$ cat src/rtl/core/hslhc_pkg.sv
// Package for the HTTP status line health check.
// Holds the parser state type, verdict and class codes, character constants
// and the status code classifier. Depends on nothing.
package hslhc_pkg;

  localparam int unsigned ByteW  = 8;
  localparam int unsigned CodeW  = 10;
  localparam int unsigned ClassW = 3;
  localparam int unsigned MaskW  = 5;
  localparam int unsigned DigitW = 2;

  localparam logic [MaskW-1:0] MaskReset = 5'b00011;

  typedef enum logic [3:0] {
    PS_START      = 4'd0,
    PS_H          = 4'd1,
    PS_HT         = 4'd2,
    PS_HTT        = 4'd3,
    PS_HTTP       = 4'd4,
    PS_MAJ_FIRST  = 4'd5,
    PS_MAJ        = 4'd6,
    PS_MIN_FIRST  = 4'd7,
    PS_MIN        = 4'd8,
    PS_CODE       = 4'd9,
    PS_AFTER_CODE = 4'd10,
    PS_TEXT       = 4'd11,
    PS_WANT_LF    = 4'd12,
    PS_WANT_CR    = 4'd13,
    PS_LAST_LF    = 4'd14
  } parse_state_e;

  typedef enum logic [1:0] {
    VERDICT_MORE  = 2'd0,
    VERDICT_ALIVE = 2'd1,
    VERDICT_ERROR = 2'd2,
    VERDICT_DEAD  = 2'd3
  } verdict_e;

  localparam logic [ClassW-1:0] CLASS_2XX   = 3'd0;
  localparam logic [ClassW-1:0] CLASS_3XX   = 3'd1;
  localparam logic [ClassW-1:0] CLASS_4XX   = 3'd2;
  localparam logic [ClassW-1:0] CLASS_5XX   = 3'd3;
  localparam logic [ClassW-1:0] CLASS_OTHER = 3'd4;

  localparam logic [ByteW-1:0] CH_H     = 8'h48;
  localparam logic [ByteW-1:0] CH_T     = 8'h54;
  localparam logic [ByteW-1:0] CH_P     = 8'h50;
  localparam logic [ByteW-1:0] CH_SLASH = 8'h2F;
  localparam logic [ByteW-1:0] CH_DOT   = 8'h2E;
  localparam logic [ByteW-1:0] CH_SPACE = 8'h20;
  localparam logic [ByteW-1:0] CH_CR    = 8'h0D;
  localparam logic [ByteW-1:0] CH_LF    = 8'h0A;
  localparam logic [ByteW-1:0] CH_ZERO  = 8'h30;
  localparam logic [ByteW-1:0] CH_ONE   = 8'h31;
  localparam logic [ByteW-1:0] CH_NINE  = 8'h39;

  // Result of one parser step, handed from the step logic to the top level.
  typedef struct packed {
    parse_state_e            next_state;
    logic [CodeW-1:0]        next_code;
    logic [DigitW-1:0]       next_digits;
    verdict_e                verdict;
    logic [CodeW-1:0]        status_code;
    logic [ClassW-1:0]       code_class;
    logic                    peer_error;
  } step_t;

  function automatic logic [ClassW-1:0] class_of(input logic [CodeW-1:0] code);
    logic [ClassW-1:0] cls;
    if (code >= 10'd200 && code < 10'd300) begin
      cls = CLASS_2XX;
    end else if (code >= 10'd300 && code < 10'd400) begin
      cls = CLASS_3XX;
    end else if (code >= 10'd400 && code < 10'd500) begin
      cls = CLASS_4XX;
    end else if (code >= 10'd500 && code < 10'd600) begin
      cls = CLASS_5XX;
    end else begin
      cls = CLASS_OTHER;
    end
    return cls;
  endfunction

endpackage

$ cat src/rtl/core/hslhc_if.sv
// Handshake channels of the HTTP status line health check: the response
// byte channel and the result channel. Depends on hslhc_pkg.
interface hslhc_byte_if;
  logic                          valid;
  logic                          ready;
  logic [hslhc_pkg::ByteW-1:0]   rx_byte;

  modport source (output valid, output rx_byte, input ready);
  modport sink   (input valid, input rx_byte, output ready);
endinterface

interface hslhc_result_if;
  logic                          valid;
  logic                          ready;
  logic [1:0]                    verdict;
  logic [hslhc_pkg::CodeW-1:0]   status_code;
  logic [hslhc_pkg::ClassW-1:0]  code_class;
  logic                          peer_error;

  modport source (output valid, output verdict, output status_code, output code_class,
                  output peer_error, input ready);
  modport sink   (input valid, input verdict, input status_code, input code_class,
                  input peer_error, output ready);
endinterface

$ cat src/rtl/core/http_status_line_health_check.sv
// Top level of the HTTP status line health check.
// Depends on hslhc_pkg, hslhc_if (byte and result channels) and hslhc_step.

// The block takes one response byte per word on the rx_i channel and returns
// exactly one result word per byte on the res_o channel. Each result carries a
// verdict: need more bytes, alive, parse error, or class not alive; on the
// final byte of a complete status line it also carries the three-digit status
// code, its class and a peer error flag (set for anything but 2xx and 3xx).
// A parse error or a completed line returns the parser to the start of a new
// status line. A byte is first captured in an input register; in the next
// stage the parser state machine advances on it and the result is captured
// in an output register. Both stages move on together, so the block accepts
// one byte in every clock cycle while the sink keeps taking results. A result
// is offered on res_o once the output register has captured it; while it waits
// there, the parser holds and a full input register takes no new byte. The
// single sequential dependency is the parser state, updated once per byte.
// The alive mask (reset value 2xx and 3xx alive) is written through
// cfg_we_i and cfg_wdata_i and should only be changed while no bytes are in
// flight.
module http_status_line_health_check (
  input  logic                              clk_i,
  input  logic                              rst_ni,
  hslhc_byte_if.sink                        rx_i,
  hslhc_result_if.source                    res_o,
  input  logic                              cfg_we_i,
  input  logic [hslhc_pkg::MaskW-1:0]       cfg_wdata_i
);

  // Input register stage.
  logic                               in_valid_q;
  logic [hslhc_pkg::ByteW-1:0]        in_byte_q;

  // Parser state.
  hslhc_pkg::parse_state_e            state_q;
  logic [hslhc_pkg::CodeW-1:0]        code_q;
  logic [hslhc_pkg::DigitW-1:0]       digits_q;
  logic [hslhc_pkg::MaskW-1:0]        mask_q;

  // Output register stage.
  logic                               out_valid_q;
  hslhc_pkg::step_t                   out_q;

  hslhc_pkg::step_t                   step;
  logic                               out_free;
  logic                               advance;

  // The output register can take a new result when it is empty or its word
  // leaves this cycle; the input register is then free to refill as well.
  assign out_free = !out_valid_q || res_o.ready;
  assign advance  = in_valid_q && out_free;
  assign rx_i.ready = !in_valid_q || out_free;

  hslhc_step u_step (
    .state_i  (state_q),
    .code_i   (code_q),
    .digits_i (digits_q),
    .byte_i   (in_byte_q),
    .mask_i   (mask_q),
    .step_o   (step)
  );

  always_ff @(posedge clk_i or negedge rst_ni) begin
    if (!rst_ni) begin
      in_valid_q <= 1'b0;
    end else if (rx_i.ready) begin
      in_valid_q <= rx_i.valid;
    end
  end

  always_ff @(posedge clk_i) begin
    if (rx_i.ready && rx_i.valid) begin
      in_byte_q <= rx_i.rx_byte;
    end
  end

  always_ff @(posedge clk_i or negedge rst_ni) begin
    if (!rst_ni) begin
      state_q  <= hslhc_pkg::PS_START;
      code_q   <= '0;
      digits_q <= '0;
    end else if (advance) begin
      state_q  <= step.next_state;
      code_q   <= step.next_code;
      digits_q <= step.next_digits;
    end
  end

  always_ff @(posedge clk_i or negedge rst_ni) begin
    if (!rst_ni) begin
      mask_q <= hslhc_pkg::MaskReset;
    end else if (cfg_we_i) begin
      mask_q <= cfg_wdata_i;
    end
  end

  always_ff @(posedge clk_i or negedge rst_ni) begin
    if (!rst_ni) begin
      out_valid_q <= 1'b0;
    end else if (out_free) begin
      out_valid_q <= in_valid_q;
    end
  end

  always_ff @(posedge clk_i) begin
    if (advance) begin
      out_q <= step;
    end
  end

  assign res_o.valid       = out_valid_q;
  assign res_o.verdict     = out_q.verdict;
  assign res_o.status_code = out_q.status_code;
  assign res_o.code_class  = out_q.code_class;
  assign res_o.peer_error  = out_q.peer_error;

endmodule

$ cat src/rtl/core/hslhc_step.sv
// One step of the status line parser: next state from the current state and
// one byte, and the result word. Purely combinational. Depends on hslhc_pkg.
module hslhc_step (
  input  hslhc_pkg::parse_state_e             state_i,
  input  logic [hslhc_pkg::CodeW-1:0]         code_i,
  input  logic [hslhc_pkg::DigitW-1:0]        digits_i,
  input  logic [hslhc_pkg::ByteW-1:0]         byte_i,
  input  logic [hslhc_pkg::MaskW-1:0]         mask_i,
  output hslhc_pkg::step_t                    step_o
);

  logic                            is_digit;
  logic [3:0]                      digit_val;
  logic [hslhc_pkg::CodeW-1:0]     code_acc;
  logic                            err;
  logic                            done;
  hslhc_pkg::parse_state_e         state_d;
  logic [hslhc_pkg::CodeW-1:0]     code_d;
  logic [hslhc_pkg::DigitW-1:0]    digits_d;
  logic [hslhc_pkg::ClassW-1:0]    cls;

  assign is_digit  = (byte_i >= hslhc_pkg::CH_ZERO) && (byte_i <= hslhc_pkg::CH_NINE);
  assign digit_val = byte_i[3:0];
  // Times ten as eight plus two, wrapping at ten bits.
  assign code_acc  = {code_i[6:0], 3'b000} + {code_i[8:0], 1'b0} + {6'b0, digit_val};

  // Next state.
  always_comb begin
    state_d  = state_i;
    code_d   = code_i;
    digits_d = digits_i;
    err      = 1'b0;
    done     = 1'b0;
    case (state_i)
      hslhc_pkg::PS_START: begin
        if (byte_i == hslhc_pkg::CH_H) state_d = hslhc_pkg::PS_H; else err = 1'b1;
      end
      hslhc_pkg::PS_H: begin
        if (byte_i == hslhc_pkg::CH_T) state_d = hslhc_pkg::PS_HT; else err = 1'b1;
      end
      hslhc_pkg::PS_HT: begin
        if (byte_i == hslhc_pkg::CH_T) state_d = hslhc_pkg::PS_HTT; else err = 1'b1;
      end
      hslhc_pkg::PS_HTT: begin
        if (byte_i == hslhc_pkg::CH_P) state_d = hslhc_pkg::PS_HTTP; else err = 1'b1;
      end
      hslhc_pkg::PS_HTTP: begin
        if (byte_i == hslhc_pkg::CH_SLASH) state_d = hslhc_pkg::PS_MAJ_FIRST;
        else err = 1'b1;
      end
      hslhc_pkg::PS_MAJ_FIRST: begin
        if (byte_i >= hslhc_pkg::CH_ONE && byte_i <= hslhc_pkg::CH_NINE) begin
          state_d = hslhc_pkg::PS_MAJ;
        end else begin
          err = 1'b1;
        end
      end
      hslhc_pkg::PS_MAJ: begin
        if (byte_i == hslhc_pkg::CH_DOT) state_d = hslhc_pkg::PS_MIN_FIRST;
        else if (!is_digit) err = 1'b1;
      end
      hslhc_pkg::PS_MIN_FIRST: begin
        if (is_digit) state_d = hslhc_pkg::PS_MIN; else err = 1'b1;
      end
      hslhc_pkg::PS_MIN: begin
        if (byte_i == hslhc_pkg::CH_SPACE) state_d = hslhc_pkg::PS_CODE;
        else if (!is_digit) err = 1'b1;
      end
      hslhc_pkg::PS_CODE: begin
        if (byte_i == hslhc_pkg::CH_SPACE) begin
          state_d = hslhc_pkg::PS_CODE;
        end else if (!is_digit) begin
          err = 1'b1;
        end else begin
          code_d = code_acc;
          if (digits_i >= 2'd2) begin
            digits_d = '0;
            state_d  = hslhc_pkg::PS_AFTER_CODE;
          end else begin
            digits_d = digits_i + 2'd1;
          end
        end
      end
      hslhc_pkg::PS_AFTER_CODE: begin
        if (byte_i == hslhc_pkg::CH_SPACE || byte_i == hslhc_pkg::CH_DOT) begin
          state_d = hslhc_pkg::PS_TEXT;
        end else if (byte_i == hslhc_pkg::CH_CR) begin
          state_d = hslhc_pkg::PS_LAST_LF;
        end else if (byte_i == hslhc_pkg::CH_LF) begin
          done = 1'b1;
        end else begin
          err = 1'b1;
        end
      end
      hslhc_pkg::PS_TEXT: begin
        if (byte_i == hslhc_pkg::CH_CR) state_d = hslhc_pkg::PS_WANT_LF;
        else if (byte_i == hslhc_pkg::CH_LF) done = 1'b1;
      end
      hslhc_pkg::PS_WANT_LF: begin
        if (byte_i == hslhc_pkg::CH_LF) state_d = hslhc_pkg::PS_WANT_CR; else err = 1'b1;
      end
      hslhc_pkg::PS_WANT_CR: begin
        state_d = (byte_i == hslhc_pkg::CH_CR) ? hslhc_pkg::PS_LAST_LF : hslhc_pkg::PS_TEXT;
      end
      hslhc_pkg::PS_LAST_LF: begin
        if (byte_i == hslhc_pkg::CH_LF) done = 1'b1; else err = 1'b1;
      end
      default: begin
        err = 1'b1;
      end
    endcase
    if (err || done) begin
      state_d  = hslhc_pkg::PS_START;
      code_d   = '0;
      digits_d = '0;
    end
  end

  assign cls = hslhc_pkg::class_of(code_i);

  // Result word.
  always_comb begin
    step_o.next_state  = state_d;
    step_o.next_code   = code_d;
    step_o.next_digits = digits_d;
    step_o.verdict     = hslhc_pkg::VERDICT_MORE;
    step_o.status_code = '0;
    step_o.code_class  = '0;
    step_o.peer_error  = 1'b0;
    if (err) begin
      step_o.verdict = hslhc_pkg::VERDICT_ERROR;
    end else if (done) begin
      step_o.verdict     = mask_i[cls] ? hslhc_pkg::VERDICT_ALIVE : hslhc_pkg::VERDICT_DEAD;
      step_o.status_code = code_i;
      step_o.code_class  = cls;
      step_o.peer_error  = (cls >= hslhc_pkg::CLASS_4XX);
    end
  end

endmodule
$ cat src/flat_wrapper.sv
// flat-port wrapper written by rule: the top's interface ports become plain ports
module http_status_line_health_check_flat 
  (clk_i, rst_ni, cfg_we_i, cfg_wdata_i, rx_i_valid, rx_i_rx_byte, rx_i_ready, res_o_valid, res_o_verdict, res_o_status_code, res_o_code_class, res_o_peer_error, res_o_ready);
  hslhc_byte_if rx_i_i ();
  hslhc_result_if res_o_i ();
  input  logic clk_i;
  input  logic rst_ni;
  input  logic cfg_we_i;
  input  logic [hslhc_pkg::MaskW-1:0] cfg_wdata_i;
  input wire logic [$bits(rx_i_i.valid)-1:0] rx_i_valid;
  input wire logic [$bits(rx_i_i.rx_byte)-1:0] rx_i_rx_byte;
  output wire logic [$bits(rx_i_i.ready)-1:0] rx_i_ready;
  output wire logic [$bits(res_o_i.valid)-1:0] res_o_valid;
  output wire logic [$bits(res_o_i.verdict)-1:0] res_o_verdict;
  output wire logic [$bits(res_o_i.status_code)-1:0] res_o_status_code;
  output wire logic [$bits(res_o_i.code_class)-1:0] res_o_code_class;
  output wire logic [$bits(res_o_i.peer_error)-1:0] res_o_peer_error;
  input wire logic [$bits(res_o_i.ready)-1:0] res_o_ready;
  assign rx_i_i.valid = rx_i_valid;
  assign rx_i_i.rx_byte = rx_i_rx_byte;
  assign rx_i_ready = rx_i_i.ready;
  assign res_o_valid = res_o_i.valid;
  assign res_o_verdict = res_o_i.verdict;
  assign res_o_status_code = res_o_i.status_code;
  assign res_o_code_class = res_o_i.code_class;
  assign res_o_peer_error = res_o_i.peer_error;
  assign res_o_i.ready = res_o_ready;
  http_status_line_health_check u_core (.clk_i(clk_i), .rst_ni(rst_ni), .rx_i(rx_i_i), .res_o(res_o_i), .cfg_we_i(cfg_we_i), .cfg_wdata_i(cfg_wdata_i));
endmodule
$ cat config.mk
export PLATFORM = sky130hd
export DESIGN_NAME = http_status_line_health_check_flat
export DESIGN_NICKNAME = d
export VERILOG_FILES = /design/src/rtl/core/hslhc_pkg.sv /design/src/rtl/core/hslhc_if.sv /design/src/rtl/core/http_status_line_health_check.sv /design/src/rtl/core/hslhc_step.sv /design/src/flat_wrapper.sv
export SDC_FILE = /design/constraint.sdc
export NUM_CORES = 1
export LEC_CHECK = 0
export BUFFER_PORTS_ARGS = -buffer_cell sky130_fd_sc_hd__buf_2
export CAP_MARGIN = 20
export CORE_MARGIN = 10
export CORE_UTILIZATION = 65
export CTS_BUF_LIST = sky130_fd_sc_hd__clkbuf_8
export DETAILED_ROUTE_END_ITERATION = 12
export PLACE_DENSITY_LB_ADDON = 0.2
export RECOVER_POWER = 50
export SLEW_MARGIN = 40
export SYNTH_ARGS = -nofsm -noshare
export SYNTH_HDL_FRONTEND = slang
export SYNTH_SLANG_ARGS = --single-unit
export TNS_END_PERCENT = 20
$ cat constraint.sdc
create_clock -name clk_i -period 4.8 [get_ports clk_i]
set_input_delay 0.96 -clock clk_i [delete_from_list [all_inputs] [get_ports clk_i]]
set_output_delay 0.96 -clock clk_i [all_outputs]
set_load 0.02 [all_outputs]
# Yosys cells after proc, flatten, opt, wreduce, memory -nomap -nowiden
# Cells that the tools add are included.
[totals]
memories = 0
ram_bits = 0
wordCells = 144
latch_bits = 0
register_bits = 47
in_bits = 18
mem_bits_ro = 0
output_inout_bits = 18
[classes]
reduce_logical = 25
n_lt_le_gt_ge = 14
n_div = 0
n_eq_ne = 37
n_shift = 0
n_bitwise = 1
multipliers = 0
addsub = 3
mux = 52
[op_table]
columns = ["cell", "n"]
rows = [
  ["2-to-1 mux 4 bit", 17],
  ["one-hot mux 4 bit (14 select lines)", 1],
  ["2-to-1 mux 10 bit", 4],
  ["!= test 3 bit, second input constant", 11],
  [">= comparator 10 x 9 -> 1 bit, second input constant", 3],
  ["less-than comparator 10 x 9 -> 1 bit, second input constant", 3],
  ["== test 4 bit, second input constant", 7],
  ["== test 8 x 6 -> 1 bit, second input constant", 3],
  ["== test 8 x 7 -> 1 bit, second input constant", 3],
  ["== test 4 x 3 -> 1 bit, second input constant", 4],
  ["== test 8 x 4 -> 1 bit, second input constant", 2],
  [">= comparator 8 x 6 -> 1 bit, second input constant", 2],
  ["2-to-1 mux 16 bit", 1],
  ["AND reduction 16 bit", 1],
  ["2-to-1 mux 1 bit", 15],
  ["2-to-1 mux 3 bit", 5],
  ["nonzero test 15 bit", 1],
  ["2-to-1 mux 2 bit", 6],
  ["!= test 4 bit, second input constant", 3],
  ["one-hot mux 1 bit (11 select lines)", 1],
  ["adder 10 bit", 1],
  ["adder 10 x 4 -> 10 bit", 1],
  [">= comparator 10 x 8 -> 1 bit, second input constant", 1],
  ["less-than comparator 10 bit, second input constant", 1],
  ["other kinds (18)", 35],
]

# Logic depth before layout (Yosys ltp)
[depth]
word_depth = 10
depth_mapped = 10
depth_no_buf = 10

# Modules after synthesis
# From an unflattened synthesis, not the netlist that was laid out.
[hier_totals]
cells_unflattened = 296
hier_area_um2 = 3131.8
[modules_own_cells]
columns = ["module", "area_each_um2", "cells_each", "seq_area_each_um2", "instances"]
rows = [
  ["http_status_line_health_check", 1645.3, 76, 1298.7, 1],
  ["hslhc_step", 1486.4, 220, 0.0, 1],
]

# Worst setup path after synthesis
# Ideal clock, no wire load.
[synth_path]
path_type = "in2reg"
startpoint = "in res_o_ready"
endpoint = "reg u_core.state_q[3]"
arrival_ps = 2410
cell_stages = 7
slack_ps = 2312
path_cell_list = "nand2b_1 > nand2_1 > inv_1 > o21a_1 > o2111ai_1 > or3_1 > a21oi_1"
[synth_between]
elab_chain_len = 3
[synth_rtl]
columns = ["element", "line_no", "rtl"]
rows = [
  ["start, declared", "flat_wrapper.sv:18", "input wire logic [$bits(res_o_i.ready)-1:0] res_o_ready;"],
  ["logical OR 1 bit", "http_status_line_health_check.sv:49", "assign out_free = !out_valid_q || res_o.ready;"],
  ["logical AND 1 bit", "http_status_line_health_check.sv:50", "assign advance = in_valid_q && out_free;"],
  ["via u_core.advance", "http_status_line_health_check.sv:45", "logic advance;"],
  ["AND reduction 16 bit (no line)", "n/a", ""],
  ["end signal, assigned", "http_status_line_health_check.sv:78", "state_q <= hslhc_pkg::PS_START;"],
  ["end signal, assigned", "http_status_line_health_check.sv:82", "state_q <= step.next_state;"],
  ["end, declared", "http_status_line_health_check.sv:34", "hslhc_pkg::parse_state_e state_q;"],
]
# The timed path passes the listed nets, and every way through them passes these cells.
# A chain may end at the register's enable or synchronous reset.

# Final worst setup path
[layout_path]
startpoint = "reg u_core.in_byte_q[1] in the netlist's numbering"
endpoint = "reg u_core.digits_q[1] in the netlist's numbering"
[layout_between]
elab_chain_len = 8
word_cells_on_any_way = 36
[layout_rtl]
columns = ["element", "line_no", "rtl"]
rows = [
  ["start, declared", "http_status_line_health_check.sv:31", "logic [hslhc_pkg::ByteW-1:0] in_byte_q;"],
  ["start signal, assigned", "http_status_line_health_check.sv:72", "in_byte_q <= rx_i.rx_byte;"],
  [">= comparator 8 x 6 -> 1 bit (tied with other cells)", "hslhc_step.sv:22", "assign is_digit = (byte_i >= hslhc_pkg::CH_ZERO) && (byte_i <= hslhc_pkg::CH_NINE);"],
  ["logical AND 1 bit (tied with other cells)", "hslhc_step.sv:22", ""],
  ["2-to-1 mux 1 bit (on tied branches)", "n/a", ""],
  ["2-to-1 mux 1 bit (on tied branches)", "hslhc_step.sv:66, hslhc_step.sv:59, hslhc_step.sv:85", ""],
  ["one-hot mux 1 bit (11 select lines) or one-hot mux 1 bit (3 select lines) (tied branches)", "hslhc_step.sv:34", "case (state_i)"],
  ["logical OR 1 bit", "hslhc_step.sv:112", "if (err || done) begin"],
  ["!= test 2 x 1 -> 1 bit (no line) or nonzero test 2 bit (tied branches)", "n/a", ""],
  ["AND reduction 4 bit (no line)", "n/a", ""],
  ["end signal, assigned", "http_status_line_health_check.sv:84", "digits_q <= step.next_digits;"],
  ["end, declared", "http_status_line_health_check.sv:36", "logic [hslhc_pkg::DigitW-1:0] digits_q;"],
]
# Several ways; a longest one is shown, not always the timed one.

==> metrics.cfg <==
[run_status]
outcome = finished clean

[placed_design]
hpwl_um = 4494
gp_congestion = 0.8668
post_dp_cell_area_um2 = 3050
portBuffers = 35

[layout]
fin_nets = 329
final_cell_area_um2 = 3124
drive_above_1_share_pct = 16.89
area_delta_synth_final_pct = 8.754
n_antenna_cell = 0

[floorplan]
start_util_pct = 66.44
dieArea_um2 = 7479
ioPinCount = 36
coreArea_um2 = 4324
die_height_um = 86.48
fp.dieW_um = 86.48
core.rowCount = 24

[yosys]
seq_area_frac_synth_pct = 45.21
yosysMostFrequentCell = edfxtp_1
synthCells = 265
yosys.area.top_type = edfxtp_1
yosys.area.top_type_share_pct = 25.09
syn-cell-area_um2 = 2873
ys_warn_count = 0
ys_types = 62
syn_area_per_cell_um2 = 10.84
synth-main-ff-cell = edfxtp_1
synth_seq_cells = 47
yosys-top-cells-count = 24 x edfxtp_1, 21 x dfrtp_1, 16 x inv_1, 15 x nor2_1, 14 x ha_1
synthTopCellsByArea = edfxtp_1 25%, dfrtp_1 18%, ha_1 6.1%
synth_fp_nets = 299
synthArstFlopShare_pct = 48.94
synth_edf_count = 24

[global_routing]
grt-ovfl-total = 0
grt_antenna_before_repair = 0
grt_max_degree = 24
grt_use_total_pct = 17.05
grt_pass1_wl_um = 10530
grt_pass1_vias = 2193

[setup_path]
cp-start-kind = register
cp.arrival_ns = 3.10
critPathSlowestCell = o41ai_4
cp_max_fo = 12
cp.required_ns = 5.04
cp-end-kind = register
crit_chain = nor4b_1, a31oi_1, o311a_1, o21ai_2, inv_1, o41ai_4, mux2_2
path_class = reg -> reg
slowest_delay_ns = 0.70

[clock_network]
ctsResizeCount = 0
cts_setup_buffers = 0
htreeDepth = 2
clockRootBuffer = clkbuf_8
holdBufCountCts = 0
clock_latency_ns = 0.31
clk_path_buf_depth = 2
cts_tree = done
cts.clk_slew.worst_paths_ns = 0.09
cts_buffers = 5
clock-sinks = 47

[routing]
drt_iter0_drc = 249
met3_length_um = 460
wirelength_um = 6181
ant_nets = 0
drc = 0
num_vias = 2214
wl_met2_um = 2916
highest_layer = met4
drt-wirelength-per-cell_um = 17.76
avgViaCountPerCell = 6.362
wl_met1_um = 2699
dr.pass1.iters = 5

[sta]
hold_slack_ns = 0.5154
fmax_ghz = 0.3502
hold_viol_final = 0
rsz0062_at_grt = no
finalCritPeriodShare_pct = 59.49
worst_pin_slew_ns = 1.208
relSlewSlack_pct = 19.45
min_period_ns = 2.856
setup-violations-final = 0
fin_skew_ns = 0.01162
tns_ns = 0
drv_slew = 0

[power_and_ir_drop]
ir_worst_vdd_mv = 0.1812
p_leak_nw = 1.304
power_density_nw_per_um2 = 246.8

[flow_run]
maxCapViolCount = 0

[hold_path]
hp-class = reg -> reg

==> critical path: cells and delay by family, from the launching register on <==
kind	cells	cell delay, ns
AOI/OAI and AO/OA	4	1.29
DFF	1	0.55
and+or+nand+nor	1	0.47
muxes	1	0.28
buffers and inverters	1	0.21
==> layout make-up <==
class                   count  area [um^2]
clock buffers               5        68.82
inverters                  16        60.06
fillers                   328         1200
repair buffers             35        160.2
clock inverters             3        20.02
well taps                  52        65.06
flip-flops and latches     47         1299
multi-input cells         190         1451
==> report_power, final <==
group | total, mW | switching [mW] | internal, mW
sequential | 0.459 | 0.0139 | 0.445
clock | 0.241 | 0.139 | 0.102
combinational | 0.0707 | 0.0457 | 0.0250
total | 0.771 | 0.199 | 0.572
==> through the flow <==
stage,total power [mW],utilization [%],setup WS (ns),std cells
final,0.7710,72.25,1.944,348
after global routing,0.7956,72.25,1.674,348
after CTS,0.7746,72.60,1.963,348
after detailed placement,0.5409,70.54,1.881,340
after global placement,0.5377,70.54,1.997,340
after floorplan,0.5124,-,2.312,265
==> layout by cell type, fill, tap and decap left out, types with 2 or more instances in the layout <==
| cell | Yosys | layout |
|---|---|---|
| a2111oi_0 | 2 | 2 |
| a211o_1 | 3 | 3 |
| a21o_1 | 3 | 3 |
| a21oi_1 | 8 | 8 |
| a22o_1 | 9 | 9 |
| a31oi_1 | 4 | 4 |
| and2_1 | 13 | 12 |
| buf_2 | 2 | 23 |
| clkbuf_1 | 8 | 12 |
| clkbuf_8 | 0 | 5 |
| dfrtp_1 | 21 | 21 |
| dfstp_2 | 2 | 2 |
| edfxtp_1 | 24 | 24 |
| fa_1 | 2 | 2 |
| ha_1 | 14 | 14 |
| inv_1 | 16 | 16 |
| mux2_2 | 6 | 6 |
| nand2_1 | 10 | 10 |
| nand2b_1 | 6 | 6 |
| nand3_1 | 6 | 6 |
| nand4_1 | 2 | 2 |
| nor2_1 | 15 | 15 |
| nor2b_1 | 6 | 6 |
| nor3_1 | 6 | 6 |
| nor3b_1 | 3 | 3 |
| nor4_1 | 2 | 2 |
| nor4b_1 | 5 | 5 |
| o211ai_1 | 3 | 3 |
| o21a_1 | 6 | 6 |
| o21ai_0 | 10 | 10 |
| o22ai_1 | 4 | 4 |
| o311ai_0 | 2 | 2 |
| o31ai_1 | 2 | 2 |
| o32ai_1 | 2 | 2 |
| or2_2 | 3 | 3 |
| or3_1 | 2 | 2 |
| xnor2_1 | 5 | 5 |
| xor2_1 | 2 | 2 |
==> per-layer routing <==
metal / up-vias / GRT usage, %
met1: 1057 / 22.16
met4: 0 / 5.596
met2: 84 / 26.51
li1: 1059 / -
met3: 14 / 5.066
met5: - / 0
==> path summary, 6_finish.rpt <==
check	start	end	slack (ns)	cells after the start
hold / removal	u_core.digits_q[0]$_DFFE_PN0P_	u_core.digits_q[0]$_DFFE_PN0P_	0.52	1
setup / recovery	u_core.in_byte_q[1]$_DFFE_PP_	u_core.digits_q[1]$_DFFE_PN0P_	1.94	7
min in group asynchronous	rst_ni	u_core.mask_q[2]$_DFFE_PN0P_	0.87	1
setup reg to reg	u_core.in_byte_q[1]$_DFFE_PP_	u_core.digits_q[1]$_DFFE_PN0P_	1.94	7
hold reg to reg	u_core.digits_q[0]$_DFFE_PN0P_	u_core.digits_q[0]$_DFFE_PN0P_	0.52	1
max in group asynchronous	rst_ni	u_core.code_q[4]$_DFFE_PN0P_	3.20	1
==> kinds of logic (layout without fill, tap and decap cells) <==
group           Yosys count  after routing  synth area share [%]
fa+ha+maj                16             16                 7.491
mux                       6              6                 2.352
simple gates             86             86                 17.33
flops                    47             47                 45.21
buf+inv                  28             59                 4.268
xor+xnor                  7              7                 2.134
compound gates           75             75                 21.21
==> registers in the layout (all words and copies together), names as in the netlist <==
signal                    cells
u_core.code_q                10
u_core.digits_q               2
u_core.in_byte_q              8
u_core.in_valid_q             1
u_core.mask_q                 5
u_core.res_o.code_class       3
u_core.res_o.peer_error       1
u_core.res_o.status_code     10
u_core.res_o.valid            1
u_core.res_o.verdict          2
u_core.state_q                4
(Power assumes the default switching activity.)
